### src/rtl/core/fpaf_pkg.sv
package fpaf_pkg;

    localparam int SAMPLE_W  = 10;
    localparam int POS_W     = 12;
    localparam int LEN_W     = 13;
    localparam int RATE_W    = 20;
    localparam int MAX_FRAME = 4096;
    localparam int Q_DEPTH   = 2;

    // configuration register indexes
    localparam logic [1:0] CFG_SAMPLING_RATE  = 2'd0;
    localparam logic [1:0] CFG_FRAME_LENGTH   = 2'd1;
    localparam logic [1:0] CFG_ZERO_LEVEL     = 2'd2;
    localparam logic [1:0] CFG_PEAK_THRESHOLD = 2'd3;

    localparam logic [RATE_W-1:0]   SAMPLING_RATE_RST  = 20'd8000;
    localparam logic [LEN_W-1:0]    FRAME_LENGTH_RST   = 13'd256;
    localparam logic [SAMPLE_W-1:0] ZERO_LEVEL_RST     = 10'd512;
    localparam logic [SAMPLE_W-1:0] PEAK_THRESHOLD_RST = 10'd600;

    typedef struct packed {
        logic [RATE_W-1:0]   sampling_rate;
        logic [LEN_W-1:0]    frame_length;
        logic [SAMPLE_W-1:0] zero_level;
        logic [SAMPLE_W-1:0] peak_threshold;
    } t_cfg;

    // per-frame summary handed from the front end to the divider
    typedef struct packed {
        logic [SAMPLE_W-1:0] amplitude;
        logic [POS_W-1:0]    period;
        logic                valid;
    } t_frame_rec;

    typedef struct packed {
        logic full;
        logic empty;
    } t_queue_status;

endpackage

### src/rtl/core/fpaf_front.sv
module fpaf_front (
    input  logic                              i_clk,
    input  logic                              i_rst_n,
    input  logic                              i_accept,
    input  logic [fpaf_pkg::SAMPLE_W-1:0]     i_sample,
    input  fpaf_pkg::t_cfg                    i_cfg,
    output logic                              o_push,
    output fpaf_pkg::t_frame_rec              o_rec
);

    localparam logic [1:0] PEAKS_NONE = 2'd0;
    localparam logic [1:0] PEAKS_ONE  = 2'd1;
    localparam logic [1:0] PEAKS_TWO  = 2'd2;

    logic [fpaf_pkg::POS_W-1:0]    r_count, n_count;
    logic                          r_crossed, n_crossed;
    logic [fpaf_pkg::SAMPLE_W-1:0] r_peak_val, n_peak_val;
    logic [fpaf_pkg::POS_W-1:0]    r_peak_pos, n_peak_pos;
    logic [fpaf_pkg::POS_W-1:0]    r_prev_pos, n_prev_pos;
    logic [1:0]                    r_peaks, n_peaks;
    logic [fpaf_pkg::SAMPLE_W-1:0] r_avg_amp, n_avg_amp;
    logic [fpaf_pkg::POS_W-1:0]    r_avg_per, n_avg_per;

    logic [fpaf_pkg::POS_W-1:0]    spacing;
    logic [fpaf_pkg::SAMPLE_W:0]   amp_sum;
    logic [fpaf_pkg::POS_W:0]      per_sum;
    logic [fpaf_pkg::LEN_W-1:0]    eff_len;
    logic [fpaf_pkg::LEN_W-1:0]    next_idx;
    logic                          frame_end;
    logic                          rec_valid;

    assign spacing = r_peak_pos - r_prev_pos;
    assign amp_sum = {1'b0, r_avg_amp} + {1'b0, r_peak_val};
    assign per_sum = {1'b0, r_avg_per} + {1'b0, spacing};

    always_comb begin
        if (i_cfg.frame_length == '0) begin
            eff_len = fpaf_pkg::LEN_W'(1);
        end else if (i_cfg.frame_length > fpaf_pkg::LEN_W'(fpaf_pkg::MAX_FRAME)) begin
            eff_len = fpaf_pkg::LEN_W'(fpaf_pkg::MAX_FRAME);
        end else begin
            eff_len = i_cfg.frame_length;
        end
    end

    assign next_idx  = {1'b0, r_count} + fpaf_pkg::LEN_W'(1);
    assign frame_end = (next_idx >= eff_len);

    always_comb begin
        n_crossed  = r_crossed;
        n_peak_val = r_peak_val;
        n_peak_pos = r_peak_pos;
        n_prev_pos = r_prev_pos;
        n_peaks    = r_peaks;
        n_avg_amp  = r_avg_amp;
        n_avg_per  = r_avg_per;

        if (!r_crossed) begin
            if (i_sample <= i_cfg.zero_level) begin
                n_crossed  = 1'b1;
                n_peak_val = i_sample;
                n_peak_pos = r_count;
            end
        end else if (i_sample > r_peak_val) begin
            n_peak_val = i_sample;
            n_peak_pos = r_count;
        end else if (i_sample <= i_cfg.zero_level && r_peak_val >= i_cfg.peak_threshold) begin
            // close the peak; the closing sample seeds the next search
            case (r_peaks)
                PEAKS_NONE: begin
                    n_avg_amp = r_peak_val;
                    n_peaks   = PEAKS_ONE;
                end
                PEAKS_ONE: begin
                    n_avg_amp = amp_sum[fpaf_pkg::SAMPLE_W:1];
                    n_avg_per = spacing;
                    n_peaks   = PEAKS_TWO;
                end
                default: begin
                    n_avg_amp = amp_sum[fpaf_pkg::SAMPLE_W:1];
                    n_avg_per = per_sum[fpaf_pkg::POS_W:1];
                end
            endcase
            n_prev_pos = r_peak_pos;
            n_peak_pos = r_count;
            n_peak_val = i_sample;
        end

        n_count = frame_end ? '0 : next_idx[fpaf_pkg::POS_W-1:0];
    end

    assign rec_valid       = (n_peaks == PEAKS_TWO) && (n_avg_per != '0);
    assign o_push          = i_accept && frame_end;
    assign o_rec.amplitude = (n_peaks == PEAKS_NONE) ? i_cfg.zero_level : n_avg_amp;
    assign o_rec.period    = rec_valid ? n_avg_per : '0;
    assign o_rec.valid     = rec_valid;

    always_ff @(posedge i_clk) begin
        if (!i_rst_n) begin
            r_count    <= '0;
            r_crossed  <= 1'b0;
            r_peak_val <= '0;
            r_peak_pos <= '0;
            r_prev_pos <= '0;
            r_peaks    <= PEAKS_NONE;
            r_avg_amp  <= fpaf_pkg::ZERO_LEVEL_RST;
            r_avg_per  <= '0;
        end else if (i_accept) begin
            r_count <= n_count;
            if (frame_end) begin
                r_crossed  <= 1'b0;
                r_peak_val <= '0;
                r_peak_pos <= '0;
                r_prev_pos <= '0;
                r_peaks    <= PEAKS_NONE;
                r_avg_amp  <= i_cfg.zero_level;
                r_avg_per  <= '0;
            end else begin
                r_crossed  <= n_crossed;
                r_peak_val <= n_peak_val;
                r_peak_pos <= n_peak_pos;
                r_prev_pos <= n_prev_pos;
                r_peaks    <= n_peaks;
                r_avg_amp  <= n_avg_amp;
                r_avg_per  <= n_avg_per;
            end
        end
    end

endmodule

### src/rtl/core/fpaf_queue.sv
module fpaf_queue (
    input  logic                      i_clk,
    input  logic                      i_rst_n,
    input  logic                      i_push,
    input  fpaf_pkg::t_frame_rec      i_rec,
    input  logic                      i_pop,
    output fpaf_pkg::t_frame_rec      o_rec,
    output fpaf_pkg::t_queue_status   o_status
);

    localparam int PTR_W = $clog2(fpaf_pkg::Q_DEPTH);
    localparam int CNT_W = $clog2(fpaf_pkg::Q_DEPTH + 1);

    fpaf_pkg::t_frame_rec r_mem [fpaf_pkg::Q_DEPTH];
    logic [PTR_W-1:0] r_wr_ptr, r_rd_ptr;
    logic [CNT_W-1:0] r_cnt;
    logic             do_push, do_pop;

    assign o_status.full  = (r_cnt == CNT_W'(fpaf_pkg::Q_DEPTH));
    assign o_status.empty = (r_cnt == '0);
    assign do_push        = i_push && !o_status.full;
    assign do_pop         = i_pop && !o_status.empty;
    assign o_rec          = r_mem[r_rd_ptr];

    always_ff @(posedge i_clk) begin
        if (do_push) begin
            r_mem[r_wr_ptr] <= i_rec;
        end
    end

    always_ff @(posedge i_clk) begin
        if (!i_rst_n) begin
            r_wr_ptr <= '0;
            r_rd_ptr <= '0;
            r_cnt    <= '0;
        end else begin
            if (do_push) begin
                r_wr_ptr <= r_wr_ptr + PTR_W'(1);
            end
            if (do_pop) begin
                r_rd_ptr <= r_rd_ptr + PTR_W'(1);
            end
            if (do_push && !do_pop) begin
                r_cnt <= r_cnt + CNT_W'(1);
            end else if (do_pop && !do_push) begin
                r_cnt <= r_cnt - CNT_W'(1);
            end
        end
    end

endmodule

### src/rtl/core/fpaf_back.sv
module fpaf_back (
    input  logic                              i_clk,
    input  logic                              i_rst_n,
    input  fpaf_pkg::t_frame_rec              i_rec,
    input  logic                              i_empty,
    input  logic [fpaf_pkg::RATE_W-1:0]       i_sampling_rate,
    output logic                              o_pop,
    output logic                              o_result_valid,
    input  logic                              i_result_ready,
    output logic [fpaf_pkg::SAMPLE_W-1:0]     o_amplitude,
    output logic [fpaf_pkg::POS_W-1:0]        o_period,
    output logic [fpaf_pkg::RATE_W-1:0]       o_frequency,
    output logic                              o_frequency_valid
);

    localparam int STEP_W = $clog2(fpaf_pkg::RATE_W);

    localparam logic [1:0] ST_IDLE = 2'd0;
    localparam logic [1:0] ST_DIV  = 2'd1;
    localparam logic [1:0] ST_HOLD = 2'd2;

    logic [1:0]                    r_state, n_state;
    logic [STEP_W-1:0]             r_step;
    logic [fpaf_pkg::POS_W-1:0]    r_rem;
    logic [fpaf_pkg::RATE_W-1:0]   r_quo;
    fpaf_pkg::t_frame_rec          r_rec;
    logic                          r_out_valid;
    logic [fpaf_pkg::SAMPLE_W-1:0] r_out_amp;
    logic [fpaf_pkg::POS_W-1:0]    r_out_per;
    logic [fpaf_pkg::RATE_W-1:0]   r_out_freq;
    logic                          r_out_fvalid;

    logic [fpaf_pkg::POS_W:0]      rem_sh;
    logic                          q_bit;
    logic                          out_free;
    logic                          load_out;

    // restoring division, one quotient bit per cycle
    assign rem_sh   = {r_rem, r_quo[fpaf_pkg::RATE_W-1]};
    assign q_bit    = (rem_sh >= {1'b0, r_rec.period});
    assign out_free = !r_out_valid || i_result_ready;
    assign o_pop    = (r_state == ST_IDLE) && !i_empty;
    assign load_out = (r_state == ST_HOLD) && out_free;

    always_comb begin
        n_state = r_state;
        unique case (r_state)
            ST_IDLE: begin
                if (!i_empty) begin
                    n_state = i_rec.valid ? ST_DIV : ST_HOLD;
                end
            end
            ST_DIV: begin
                if (r_step == STEP_W'(fpaf_pkg::RATE_W - 1)) begin
                    n_state = ST_HOLD;
                end
            end
            ST_HOLD: begin
                if (out_free) begin
                    n_state = ST_IDLE;
                end
            end
            default: n_state = ST_IDLE;
        endcase
    end

    always_ff @(posedge i_clk) begin
        if (!i_rst_n) begin
            r_state <= ST_IDLE;
            r_step  <= '0;
        end else begin
            r_state <= n_state;
            if (r_state == ST_DIV) begin
                r_step <= r_step + STEP_W'(1);
            end else begin
                r_step <= '0;
            end
        end
    end

    always_ff @(posedge i_clk) begin
        if (o_pop) begin
            r_rec <= i_rec;
            r_rem <= '0;
            r_quo <= i_rec.valid ? i_sampling_rate : '0;
        end else if (r_state == ST_DIV) begin
            r_rem <= q_bit ? fpaf_pkg::POS_W'(rem_sh - {1'b0, r_rec.period})
                           : rem_sh[fpaf_pkg::POS_W-1:0];
            r_quo <= {r_quo[fpaf_pkg::RATE_W-2:0], q_bit};
        end
    end

    always_ff @(posedge i_clk) begin
        if (!i_rst_n) begin
            r_out_valid <= 1'b0;
        end else if (load_out) begin
            r_out_valid <= 1'b1;
        end else if (i_result_ready) begin
            r_out_valid <= 1'b0;
        end
    end

    always_ff @(posedge i_clk) begin
        if (load_out) begin
            r_out_amp    <= r_rec.amplitude;
            r_out_per    <= r_rec.period;
            r_out_freq   <= r_quo;
            r_out_fvalid <= r_rec.valid;
        end
    end

    assign o_result_valid    = r_out_valid;
    assign o_amplitude       = r_out_amp;
    assign o_period          = r_out_per;
    assign o_frequency       = r_out_freq;
    assign o_frequency_valid = r_out_fvalid;

endmodule

### src/rtl/core/frame_peak_amplitude_frequency_top.sv
// Samples are taken at one per cycle; o_sample_ready drops only while the result queue is full.
// From the last sample of a frame, the record goes through the result queue to the back end;
// frames with two or more peaks and a nonzero period pass the bit-serial divider first.
// The back end takes one record at a time and pops the next only after loading the output
// register, so frames with a division are the slowest and the shared divider sets the pace.
// Reset (i_rst_n low, synchronous): registers return to 8000/256/512/600, frame state and
// queue are cleared, no result pending.
module frame_peak_amplitude_frequency_top (
    input  logic                              i_clk,
    input  logic                              i_rst_n,
    input  logic                              i_sample_valid,
    output logic                              o_sample_ready,
    input  logic [fpaf_pkg::SAMPLE_W-1:0]     i_sample,
    output logic                              o_result_valid,
    input  logic                              i_result_ready,
    output logic [fpaf_pkg::SAMPLE_W-1:0]     o_amplitude,
    output logic [fpaf_pkg::POS_W-1:0]        o_period,
    output logic [fpaf_pkg::RATE_W-1:0]       o_frequency,
    output logic                              o_frequency_valid,
    input  logic                              i_cfg_valid,
    output logic                              o_cfg_ready,
    input  logic [1:0]                        i_cfg_index,
    input  logic [fpaf_pkg::RATE_W-1:0]       i_cfg_data
);

    fpaf_pkg::t_cfg          r_cfg;
    fpaf_pkg::t_frame_rec    push_rec, head_rec;
    fpaf_pkg::t_queue_status q_status;
    logic                    sample_acc;
    logic                    push;
    logic                    pop;

    assign o_cfg_ready    = 1'b1;
    assign o_sample_ready = !q_status.full;
    assign sample_acc     = i_sample_valid && o_sample_ready;

    always_ff @(posedge i_clk) begin
        if (!i_rst_n) begin
            r_cfg.sampling_rate  <= fpaf_pkg::SAMPLING_RATE_RST;
            r_cfg.frame_length   <= fpaf_pkg::FRAME_LENGTH_RST;
            r_cfg.zero_level     <= fpaf_pkg::ZERO_LEVEL_RST;
            r_cfg.peak_threshold <= fpaf_pkg::PEAK_THRESHOLD_RST;
        end else if (i_cfg_valid && o_cfg_ready) begin
            unique case (i_cfg_index)
                fpaf_pkg::CFG_SAMPLING_RATE: r_cfg.sampling_rate <= i_cfg_data;
                fpaf_pkg::CFG_FRAME_LENGTH:
                    r_cfg.frame_length <= i_cfg_data[fpaf_pkg::LEN_W-1:0];
                fpaf_pkg::CFG_ZERO_LEVEL:
                    r_cfg.zero_level <= i_cfg_data[fpaf_pkg::SAMPLE_W-1:0];
                fpaf_pkg::CFG_PEAK_THRESHOLD:
                    r_cfg.peak_threshold <= i_cfg_data[fpaf_pkg::SAMPLE_W-1:0];
                default: ;
            endcase
        end
    end

    fpaf_front u_front (
        .i_clk    (i_clk),
        .i_rst_n  (i_rst_n),
        .i_accept (sample_acc),
        .i_sample (i_sample),
        .i_cfg    (r_cfg),
        .o_push   (push),
        .o_rec    (push_rec)
    );

    fpaf_queue u_queue (
        .i_clk    (i_clk),
        .i_rst_n  (i_rst_n),
        .i_push   (push),
        .i_rec    (push_rec),
        .i_pop    (pop),
        .o_rec    (head_rec),
        .o_status (q_status)
    );

    fpaf_back u_back (
        .i_clk             (i_clk),
        .i_rst_n           (i_rst_n),
        .i_rec             (head_rec),
        .i_empty           (q_status.empty),
        .i_sampling_rate   (r_cfg.sampling_rate),
        .o_pop             (pop),
        .o_result_valid    (o_result_valid),
        .i_result_ready    (i_result_ready),
        .o_amplitude       (o_amplitude),
        .o_period          (o_period),
        .o_frequency       (o_frequency),
        .o_frequency_valid (o_frequency_valid)
    );

    a_no_overflow: assert property (@(posedge i_clk) disable iff (!i_rst_n)
        push |-> !q_status.full)
        else $error("frame record pushed into full queue");

    a_no_underflow: assert property (@(posedge i_clk) disable iff (!i_rst_n)
        pop |-> !q_status.empty)
        else $error("frame record popped from empty queue");

    a_invalid_zero: assert property (@(posedge i_clk) disable iff (!i_rst_n)
        (o_result_valid && !o_frequency_valid) |-> (o_period == '0 && o_frequency == '0))
        else $error("invalid result carries nonzero period or frequency");

    a_valid_period: assert property (@(posedge i_clk) disable iff (!i_rst_n)
        (o_result_valid && o_frequency_valid) |-> (o_period != '0))
        else $error("valid result with zero period");

endmodule
### config.mk
export PLATFORM = sky130hd
export DESIGN_NAME = frame_peak_amplitude_frequency_top
export DESIGN_NICKNAME = d
export VERILOG_FILES = /design/src/rtl/core/fpaf_pkg.sv /design/src/rtl/core/fpaf_front.sv /design/src/rtl/core/fpaf_queue.sv /design/src/rtl/core/fpaf_back.sv /design/src/rtl/core/frame_peak_amplitude_frequency_top.sv
export SDC_FILE = /design/constraint.sdc
export NUM_CORES = 1
export LEC_CHECK = 0
export BUFFER_PORTS_ARGS = -buffer_cell sky130_fd_sc_hd__buf_2
export CORE_UTILIZATION = 40
export CTS_BUF_LIST = sky130_fd_sc_hd__clkbuf_4
export DETAILED_ROUTE_END_ITERATION = 8
export PLACE_DENSITY_LB_ADDON = 0.15
export SLEW_MARGIN = 20
export SYNTH_ARGS = -nofsm -noshare
export SYNTH_HDL_FRONTEND = slang
export SYNTH_HIERARCHICAL = 1
export SYNTH_SLANG_ARGS = --single-unit
### constraint.sdc
create_clock -name i_clk -period 4.8 [get_ports i_clk]
set_input_delay 0.24 -clock i_clk [delete_from_list [all_inputs] [get_ports i_clk]]
set_output_delay 0.24 -clock i_clk [all_outputs]
set_load 0.005 [all_outputs]
# After elaboration in Yosys (flattened, before gate mapping)
# Memories as Yosys holds them, arrays and structs flattened. A register that Yosys moved wholly into a read port is not among the register bits.
# Index checks and enable logic that the tools add are counted.
dict set report totals {
  ff_bits 234
  mem_bits_rw 46
  in_bits 37
  output_inout_bits 46
  word_cells 149
  memories 1
}
dict set report op_classes {
  addsub 10
  order_cmp 6
  eq_ne 14
  mux 54
  reduce_logical 37
}
# name depth width rd rd_clocked_by_memory_dff write_ports line
set mem_list {}
lappend mem_list {u_queue.r_mem 2 23 1 1 1 fpaf_queue.sv:14} ;# fpaf_pkg::t_frame_rec r_mem [fpaf_pkg::Q_DEPTH];
# cell n
set op_table {}
lappend op_table {{12-bit 2-to-1 mux} 16}
lappend op_table {{10-bit 2-to-1 mux} 11}
lappend op_table {{20-bit 2-to-1 mux} 3}
lappend op_table {{13-bit 2-to-1 mux} 2}
lappend op_table {{12-bit case mux with 2 select lines} 1}
lappend op_table {{12-bit subtractor} 2}
lappend op_table {{2-bit 2-to-1 mux} 10}
lappend op_table {{12-bit by 1-bit adder with 13-bit output, second input constant} 1}
lappend op_table {{12-bit by 12-bit adder with 13-bit output} 1}
lappend op_table {{13-bit by 12-bit greater-or-equal comparator with 1-bit output} 1}
lappend op_table {{13-bit greater-or-equal comparator} 1}
lappend op_table {{13-bit greater-than comparator, second input constant} 1}
lappend op_table {{13-bit zero test} 1}
lappend op_table {{12-bit nonzero test} 1}
lappend op_table {{10-bit by 10-bit adder with 11-bit output} 1}
lappend op_table {{2-bit == test, second input constant} 5}
lappend op_table {{10-bit greater-or-equal comparator} 1}
lappend op_table {{10-bit greater-than comparator} 1}
lappend op_table {{10-bit <= comparator} 1}
lappend op_table {{1-bit logical AND} 10}
lappend op_table {{2-bit zero test} 5}
lappend op_table {{2-bit AND reduction} 5}
lappend op_table {{2-bit nonzero test} 5}
lappend op_table {{1-bit 2-to-1 mux} 9}
lappend op_table {{16 further kinds} 26}

# Longest topological paths before layout
# Gate-level depths: netlist (run 1).
dict set report depth {
  depth_word 10
  depth_mapped 21
  depth_no_buf 20
}

# Cells and area by module
# Netlist (run 1), hierarchy kept.
# mod instances cells_per_inst area_per_inst_um2 seq_area_each_um2
set by_module_without_submodules {}
lappend by_module_without_submodules {fpaf_front 1 791 6189.7 1421.4}
lappend by_module_without_submodules {fpaf_back 1 339 4475.5 2982.9}
lappend by_module_without_submodules {frame_peak_amplitude_frequency_top 1 213 2088.3 1061.0}
lappend by_module_without_submodules {fpaf_queue 1 96 1884.3 1481.4}

# Least setup slack after synthesis (run 1)
# OpenSTA, ideal clock, no wires.
dict set report synth_timing {
  kind {reg-to-reg}
  startpoint {reg u_front/r_count[0] in the netlist's numbering}
  endpoint {mem u_queue/r_mem[0][0] in the netlist's numbering (enable)}
  setup_time_ns 0.401
  t_arrival_ns 3.760
  t_required_ns 4.399
  path_slack_ns 0.639
  path_stages_with_launch 18
  n_path_buf 1
  period_less_slack_ns 4.161
  cell_sequence {dfxtp_1 ha_1 and3_1 and3_1 clkbuf_1 and3_1 and3_1 ha_1 and4_1 nand2_1 a21oi_1 o31ai_1 and3_1 o21ai_2 nand2_1 inv_1 inv_1 nor3_2}
}
dict set report synth_via {
  elab_chain_len 6
}
# item line
set synth_rtl {}
lappend synth_rtl {{from (decl)} fpaf_front.sv:15} ;# logic [fpaf_pkg::POS_W-1:0] r_count, n_count;
lappend synth_rtl {{from (signal assigned)} fpaf_front.sv:109} ;# r_count <= n_count;
lappend synth_rtl {{12-bit by 1-bit adder with 13-bit output} fpaf_front.sv:46} ;# assign next_idx = {1'b0, r_count} + fpaf_pkg::LEN_W'(1);
lappend synth_rtl {{13-bit greater-or-equal comparator} fpaf_front.sv:47} ;# assign frame_end = (next_idx >= eff_len);
lappend synth_rtl {{1-bit logical AND} fpaf_front.sv:93} ;# assign o_push = i_accept && frame_end;
lappend synth_rtl {{net push} frame_peak_amplitude_frequency_top.sv:30} ;# logic push;
lappend synth_rtl {{1-bit logical AND} fpaf_queue.sv:21} ;# assign do_push = i_push && !o_status.full;
lappend synth_rtl {{1-bit 2-to-1 mux} fpaf_queue.sv:26} ;# if (do_push) begin
lappend synth_rtl {{1-bit 2-to-1 mux (not written as such)} fpaf_queue.sv:27} ;# r_mem[r_wr_ptr] <= i_rec;
lappend synth_rtl {{to (decl)} fpaf_queue.sv:14}
# The timed path passes the listed nets, and every way through them passes these cells.

==> results.md, run 1 <==
- Routed length per placed instance: 16.7 um
- Reg clk slew, reported paths: 0.06 ns
- Endpoint, Worst Hold: u_front/r_count[9]
- Pin count of the biggest net entering global routing: 57
- 1st-iter DRT viols: 665
- CTS Buf Count: 78
- Gr usage total: 19.1%
- Seq/Total Area, Yosys: 47.5%
- Avg Inst Size Synth: 10.2 um2
- Min-delay src: i_sample_valid
- Antenna viol nets, final: 0
- Final setup TNS: 0 ns
- Global-route wire length before repair: 57300 um
- Clk sinks: 281
- Syn Std Cell Area: 14600 um2
- Crit path required time: 5.25 ns
- Slew Viols, Final: 0
- R2r setup slk: 0.47 ns
- GPL Wtd Cong: 0.840
- Detail Placement HPWL: 24200 um
- Die Ht: 193 um
- Critical Path AT: 4.78 ns
- Leakage Power: 6.75 nW
- RSZ-0062 raised after global routing: no
- Worst-Skew Late Latency: 0.75 ns
- Clock tree buffer depth: 3
- Relative slew slack: 29.2%
- Hold Path Stages: 4
- Routed WL: 35200 um
- Worst IR Drop VDD: 0.182 mV
- Critical Path Source Type: flop
- DRC Markers: 7
- Syn nets: 1571
- Synth async-reset ratio: 0%
- IO Port Bufs: 81
- Min-Delay Path Class: primary input to flop
- Share of cells above drive strength 1: 18.1%
- Via Count: 11097
- Routed vias/inst: 5.27
- Clock tree root driver cell: clkbuf_4
- Failing checks: design-rule violations
- Final hold violation count: 0
- Final instance area: 16800 um2
- Vias in the first global route: 11034
- Final period util: 90.2%
- Width of the die: 193 um
- Distinct cell type count after synthesis: 97
- Die area: 37400 um2
- Area after DPL: 15400 um2
- Row count: 69
- Post-synth EDFFs: 132
- R2r endpoint: u_queue/r_mem[0][0]
- DR pass1 iterations: 7
- Final core occ: 46.8%
- H-Tree Level Count: 3
- Initial antenna violation count: 1
- CP Capture Type: flop
- Cell Pwr Density: 350 nW/um2
- Minimum clock period: 4.33 ns
- Top Ports: 83
- Kind of critical path: flop to flop
- Cells after Synth: 1439
- CTS tree: yes
- Initial core utilization: 40.9%
- Reg2reg start: u_front/r_peak_pos[0]
- Peak Freq: 231 MHz
- Post-CTS setup repair buffer count: 0
- # setup viols final: 0
- Setup Skew: 0.0651 ns
- Ys flop type: dfxtp_1
- Cells on worst reg2reg path: 17
- Warnings from Yosys: 6
- Worst Path Max Fanout: 7
- Layout area overhead: 14.6%
- Status: finished, violations left
- Final #Nets: 1718
- Placeable core area: 35800 um2
- Transition time at the pin with the least slew margin: 1.06 ns
- Seq cells post-synth: 281
- Grt ovf: 0
- Max_cap viols: 0
-- critical path, stage by stage, from the launching register on --
cell,delay [ns]
dfxtp_1,0.32
inv_1,0.06
ha_1,0.15
inv_1,0.05
fa_1,0.40
a211oi_1,0.31
o21bai_1,0.15
a21oi_1,0.19
xnor2_1,0.17
ha_1,0.35
a21oi_1,0.25
nor3b_2,0.27
o21ai_0,0.13
a221oi_1,0.32
mux2_2,0.37
a221o_1,0.31
inv_1,0.09
a41oi_1,0.13
-- registers in the layout, summed over array words and instances, names as in the netlist, 12 cells and up, named ones only --
signal / count
r_cfg: 53
u_back/o_frequency: 20
u_back/o_period: 12
u_back/r_quo: 20
u_back/r_rec: 23
u_back/r_rem: 12
u_front/r_avg_per: 12
u_front/r_count: 12
u_front/r_peak_pos: 12
u_front/r_prev_pos: 12
u_queue/r_mem: 46
-- where the power goes --
| part | total (mW) | switching, mW | internal [mW] | leakage (nW) |
|---|---|---|---|---|
| sequential | 2.75 | 0.0963 | 2.65 | 2.40 |
| combinational | 0.951 | 0.562 | 0.389 | 3.76 |
| clock | 2.17 | 1.01 | 1.16 | 0.585 |
-- final cells by class --
| class | instances | area, um2 |
|---|---|---|
| Inverter | 90 | 338 |
| Tap cell | 461 | 577 |
| Fill cell | 3428 | 19100 |
| Timing Repair Buffer | 140 | 958 |
| Multi-Input combinational cell | 995 | 6950 |
| Clock buffer | 115 | 863 |
| Antenna cell | 1 | 2.50 |
| Sequential cell | 281 | 6950 |
| Clock inverter | 23 | 136 |
-- cells in the final DEF, fill, tap and decap left out, types with 5 or more instances in the layout --
cell           count
o21a_1             5
nor4_1             7
clkbuf_4         115
nand4_1           12
o21ai_0           53
nand2_1          174
mux2_2            28
a21o_1            19
a31oi_1            7
o211ai_1          13
nor3_1            12
ha_1              91
clkinv_1          17
and2_1             7
nor2_1           106
a21oi_1           57
nand3b_1           9
nor2b_1           21
nor3b_1            5
nand2b_1          11
dlygate4sd3_1     39
dfxtp_1          149
xnor2_1           23
buf_4             19
or3_1             10
edfxtp_1         132
and3_1            25
inv_1             86
a41oi_2            5
a22oi_1           47
nand3_1           42
o31ai_1            8
mux2i_1           58
xor2_1            19
o21ai_1            8
buf_2             81
a211oi_1           9
-- cells in the mapped netlist, drive strengths merged, types with 26 or more instances --
library cell  count  share of area, %
nor2            108               2.8
and3             26               1.1
inv              89               2.3
mux2             28               2.2
edfxtp          132                27
o21ai            63               2.2
buf              45               2.2
a22oi            49               2.6
dfxtp           149                20
mux2i            58               4.0
a21oi            59               2.1
ha               91               7.8
clkbuf           28              0.72
nand3            44               1.6
nand2           175               4.5
-- per-stage QoR --
| step | total power, mW | hold slack, ns | setup WS, ns | instances |
|---|---|---|---|---|
| 6_report | 5.87 | 0.0846 | 0.471 | 2106 |
| 5_1_grt | 6.21 | 0.0349 | 0.0483 | 2106 |
| 4_1_cts | 5.96 | 0.00190 | 0.435 | 2105 |
| 3_5_place_dp | 3.72 | 0.405 | 0.444 | 1928 |
| 3_3_place_gp | 3.71 | 0.403 | 0.537 | 1928 |
| 2_1_floorplan | 3.48 | 0.312 | 0.639 | 1439 |
-- cell families (layout without fill, tap and decap cells) --
| kind of cell | count (synthesis) | in the layout | synth area share, % |
|---|---|---|---|
| AO/OA/AOI/OAI | 295 | 295 | 14.4 |
| XOR/XNOR | 42 | 42 | 2.51 |
| adder cells (fa/ha/maj) | 95 | 95 | 8.33 |
| buffers and inverters | 163 | 368 | 5.25 |
| flip-flops | 281 | 281 | 47.5 |
| multiplexers | 86 | 86 | 6.12 |
| other | 1 | 2 | 0.0256 |
| AND/OR/NAND/NOR | 476 | 476 | 15.9 |
-- worst max-delay path by stage --
stage,cells after the start,slack [ns],end,start
after floorplan,17,0.64,u_queue/r_mem[0][0],u_front/r_count[0]
after global placement,17,0.54,u_queue/r_mem[0][0],u_front/r_peak_pos[0]
after detailed placement,17,0.44,u_queue/r_mem[1][0],u_front/r_peak_pos[0]
after CTS,16,0.44,u_queue/r_mem[0][0],u_front/r_prev_pos[0]
after global routing,17,0.05,u_queue/r_mem[0][0],u_front/r_peak_pos[0]
final,17,0.47,u_queue/r_mem[0][0],u_front/r_peak_pos[0]
-- metal layers --
layer	vias to the layer above	GRT usage [%]	wire length [um]
met1	5232	25.7	16600
met3	67	4.03	1810
met2	250	30.0	15900
met4	0	7.32	836
met5	-	0	0
li1	5548	-	-
-- repair_timing --
item / CTS / global route
resized for setup: 0 / 1
setup endpoints to repair: 0 / 2
hold buffers: 39 / 0
hold endpoints to repair: 71 / 0
Note: power is estimated with default switching activity, not from simulation.
==> run 2, diff against run 1 <==
--- a/config.mk
+++ b/config.mk
@@ -6,7 +6,7 @@
 export NUM_CORES = 1
 export LEC_CHECK = 0
 export BUFFER_PORTS_ARGS = -buffer_cell sky130_fd_sc_hd__buf_2
-export CORE_UTILIZATION = 40
+export CORE_UTILIZATION = 55
 export CTS_BUF_LIST = sky130_fd_sc_hd__clkbuf_4
 export DETAILED_ROUTE_END_ITERATION = 8
 export PLACE_DENSITY_LB_ADDON = 0.15
==> results.md, run 2 (synthesis gave the netlist of run 1 again) <==
- Global-route wire length before repair: 54400 um
- Seq pwr share: 47.4%
- Vias in the first global route: 10798
- Share of cells above drive strength 1: 17.9%
- Initial antenna violation count: 1
- Pint: 4.16 mW
- Gr usage total: 25.3%
- Routed WL: 33500 um
- Most common cell after layout, fill and taps aside: nand2_1
- Critical Path Source Type: flop
- Clk sinks: 281
- Commonest non-fill, non-tap cells in the layout: nand2_1, dfxtp_1, edfxtp_1
- Antenna viol nets, final: 0
- Largest reg by FF count: r_cfg
- Cell Pwr Density: 349 nW/um2
- CTS Buf Count: 74
- Hold Buf Count CTS: 42
- Row count: 59
- Hold slack: 0.0607 ns
- Critical Path AT: 4.69 ns
- Status: completed
- Max reg flops: 53
- Reg clk slew, reported paths: 0.07 ns
- 1st-iter DRT viols: 796
- CTS tree: yes
- Comb pwr share: 16.4%
- Crit path required time: 5.19 ns
- Worst IR Drop VDD: 0.220 mV
- RSZ-0062 raised after global routing: no
- Slew Viols, Final: 0
- # setup viols final: 0
- Routed length per placed instance: 16.9 um
- Via Count: 11295
- DRC Markers: 0
- P_sw: 1.65 mW
- H-Tree Level Count: 3
- DR pass1 iterations: 6
- Worst-Skew Late Latency: 0.71 ns
- Post-CTS setup repair buffer count: 0
- Top Ports: 83
- Layout area overhead: 13.5%
- Biggest regs: r_cfg: 53 flops, u_queue/r_mem: 46 flops, u_back/r_rec: 23 flops
- Grt ovf: 0
- Routed vias/inst: 5.71
- Final setup TNS: 0 ns
- Clock tree root driver cell: clkbuf_4
- Width of the die: 165 um
- Final hold violation count: 0
- Initial core utilization: 56.2%
- Placeable core area: 26100 um2
- Pin count of the biggest net entering global routing: 65
- Switching Share: 28.4%
- Die area: 27300 um2
- Kind of critical path: flop to flop
- Final period util: 89.5%
- Worst Path Max Fanout: 7
- Die Ht: 165 um
- IO Port Bufs: 81
- GPL Wtd Cong: 0.898
- Peak Freq: 233 MHz
- Min-Delay Path Class: primary input to flop
- Setup Skew: 0.0652 ns
- Minimum clock period: 4.29 ns
- Leakage Power: 6.75 nW
- Detail Placement HPWL: 22800 um
- Power share of the clock group: 36.2%
- Final #Nets: 1719
- Relative slew slack: 36.2%
- CTS resizes: 0
- Clock tree buffer depth: 3
- Max_cap viols: 0
- CP Capture Type: flop
- Transition time at the pin with the least slew margin: 0.951 ns
-- run 2: stage by stage --
step,cell area [um2],total power [mW],worst slack (ns),util (%),instances
3_5_place_dp,15200,3.71,0.555,58.5,1804
6_report,16600,5.81,0.506,63.8,1978
2_1_floorplan,14600,3.48,0.639,-,1439
5_1_grt,16600,6.13,0.159,63.8,1978
4_1_cts,16600,5.87,0.580,63.8,1977
3_3_place_gp,15200,3.69,0.596,58.5,1804
-- run 2: per-layer routing --
layer / track usage, % / vias to the layer above / share of wire [%]
met3: 4.67 / 75 / 5.9
met4: 9.09 / 0 / 2.2
met2: 41.5 / 338 / 47
li1: - / 5536 / -
met5: 0 / - / 0
met1: 33.4 / 5346 / 44
-- run 2: worst max-delay path, cell delays in order, from the launching register on --
cell	delay, ns
dfxtp_1	0.32
inv_1	0.05
ha_1	0.15
inv_1	0.05
fa_1	0.39
a211oi_1	0.29
o21bai_1	0.14
a21oi_1	0.19
xnor2_1	0.17
ha_1	0.35
a21oi_1	0.22
nor3b_1	0.35
o21ai_0	0.17
a221oi_1	0.31
mux2_2	0.37
a221o_1	0.31
inv_1	0.08
a41oi_1	0.12
-- run 2: path summary, 6_finish.rpt --
path	cells after the start	slack, ns	startpoint	end
hold / removal	4	0.06	i_rst_n	r_cfg[47]
hold reg to reg	0	0.41	u_back/r_rec[19]	u_back/o_amplitude[6]
setup reg to reg	17	0.51	u_front/r_peak_pos[0]	u_queue/r_mem[0][0]
setup / recovery	17	0.51	u_front/r_peak_pos[0]	u_queue/r_mem[0][0]
-- run 2: final cells by class --
| class | instances | area, um2 |
|---|---|---|
| diodes | 1 | 2.50 |
| clock buffers | 110 | 826 |
| clock inverters | 21 | 140 |
| fillers | 2174 | 9440 |
| inverters | 90 | 338 |
| multi-input cells | 995 | 6950 |
| flip-flops and latches | 281 | 6950 |
| well taps | 335 | 419 |
| repair buffers | 145 | 1000 |
-- run 2: power groups by stage --
| stage | Combinational [mW] | Clock [mW] | Sequential, mW |
|---|---|---|---|
| finish | 0.953 | 2.10 | 2.75 |
| global route | 1.06 | 2.30 | 2.77 |
| CTS | 0.939 | 2.18 | 2.75 |
| detailed placement | 0.908 | 0 | 2.80 |
| global placement | 0.892 | 0 | 2.80 |
| floorplan | 0.712 | 0 | 2.77 |
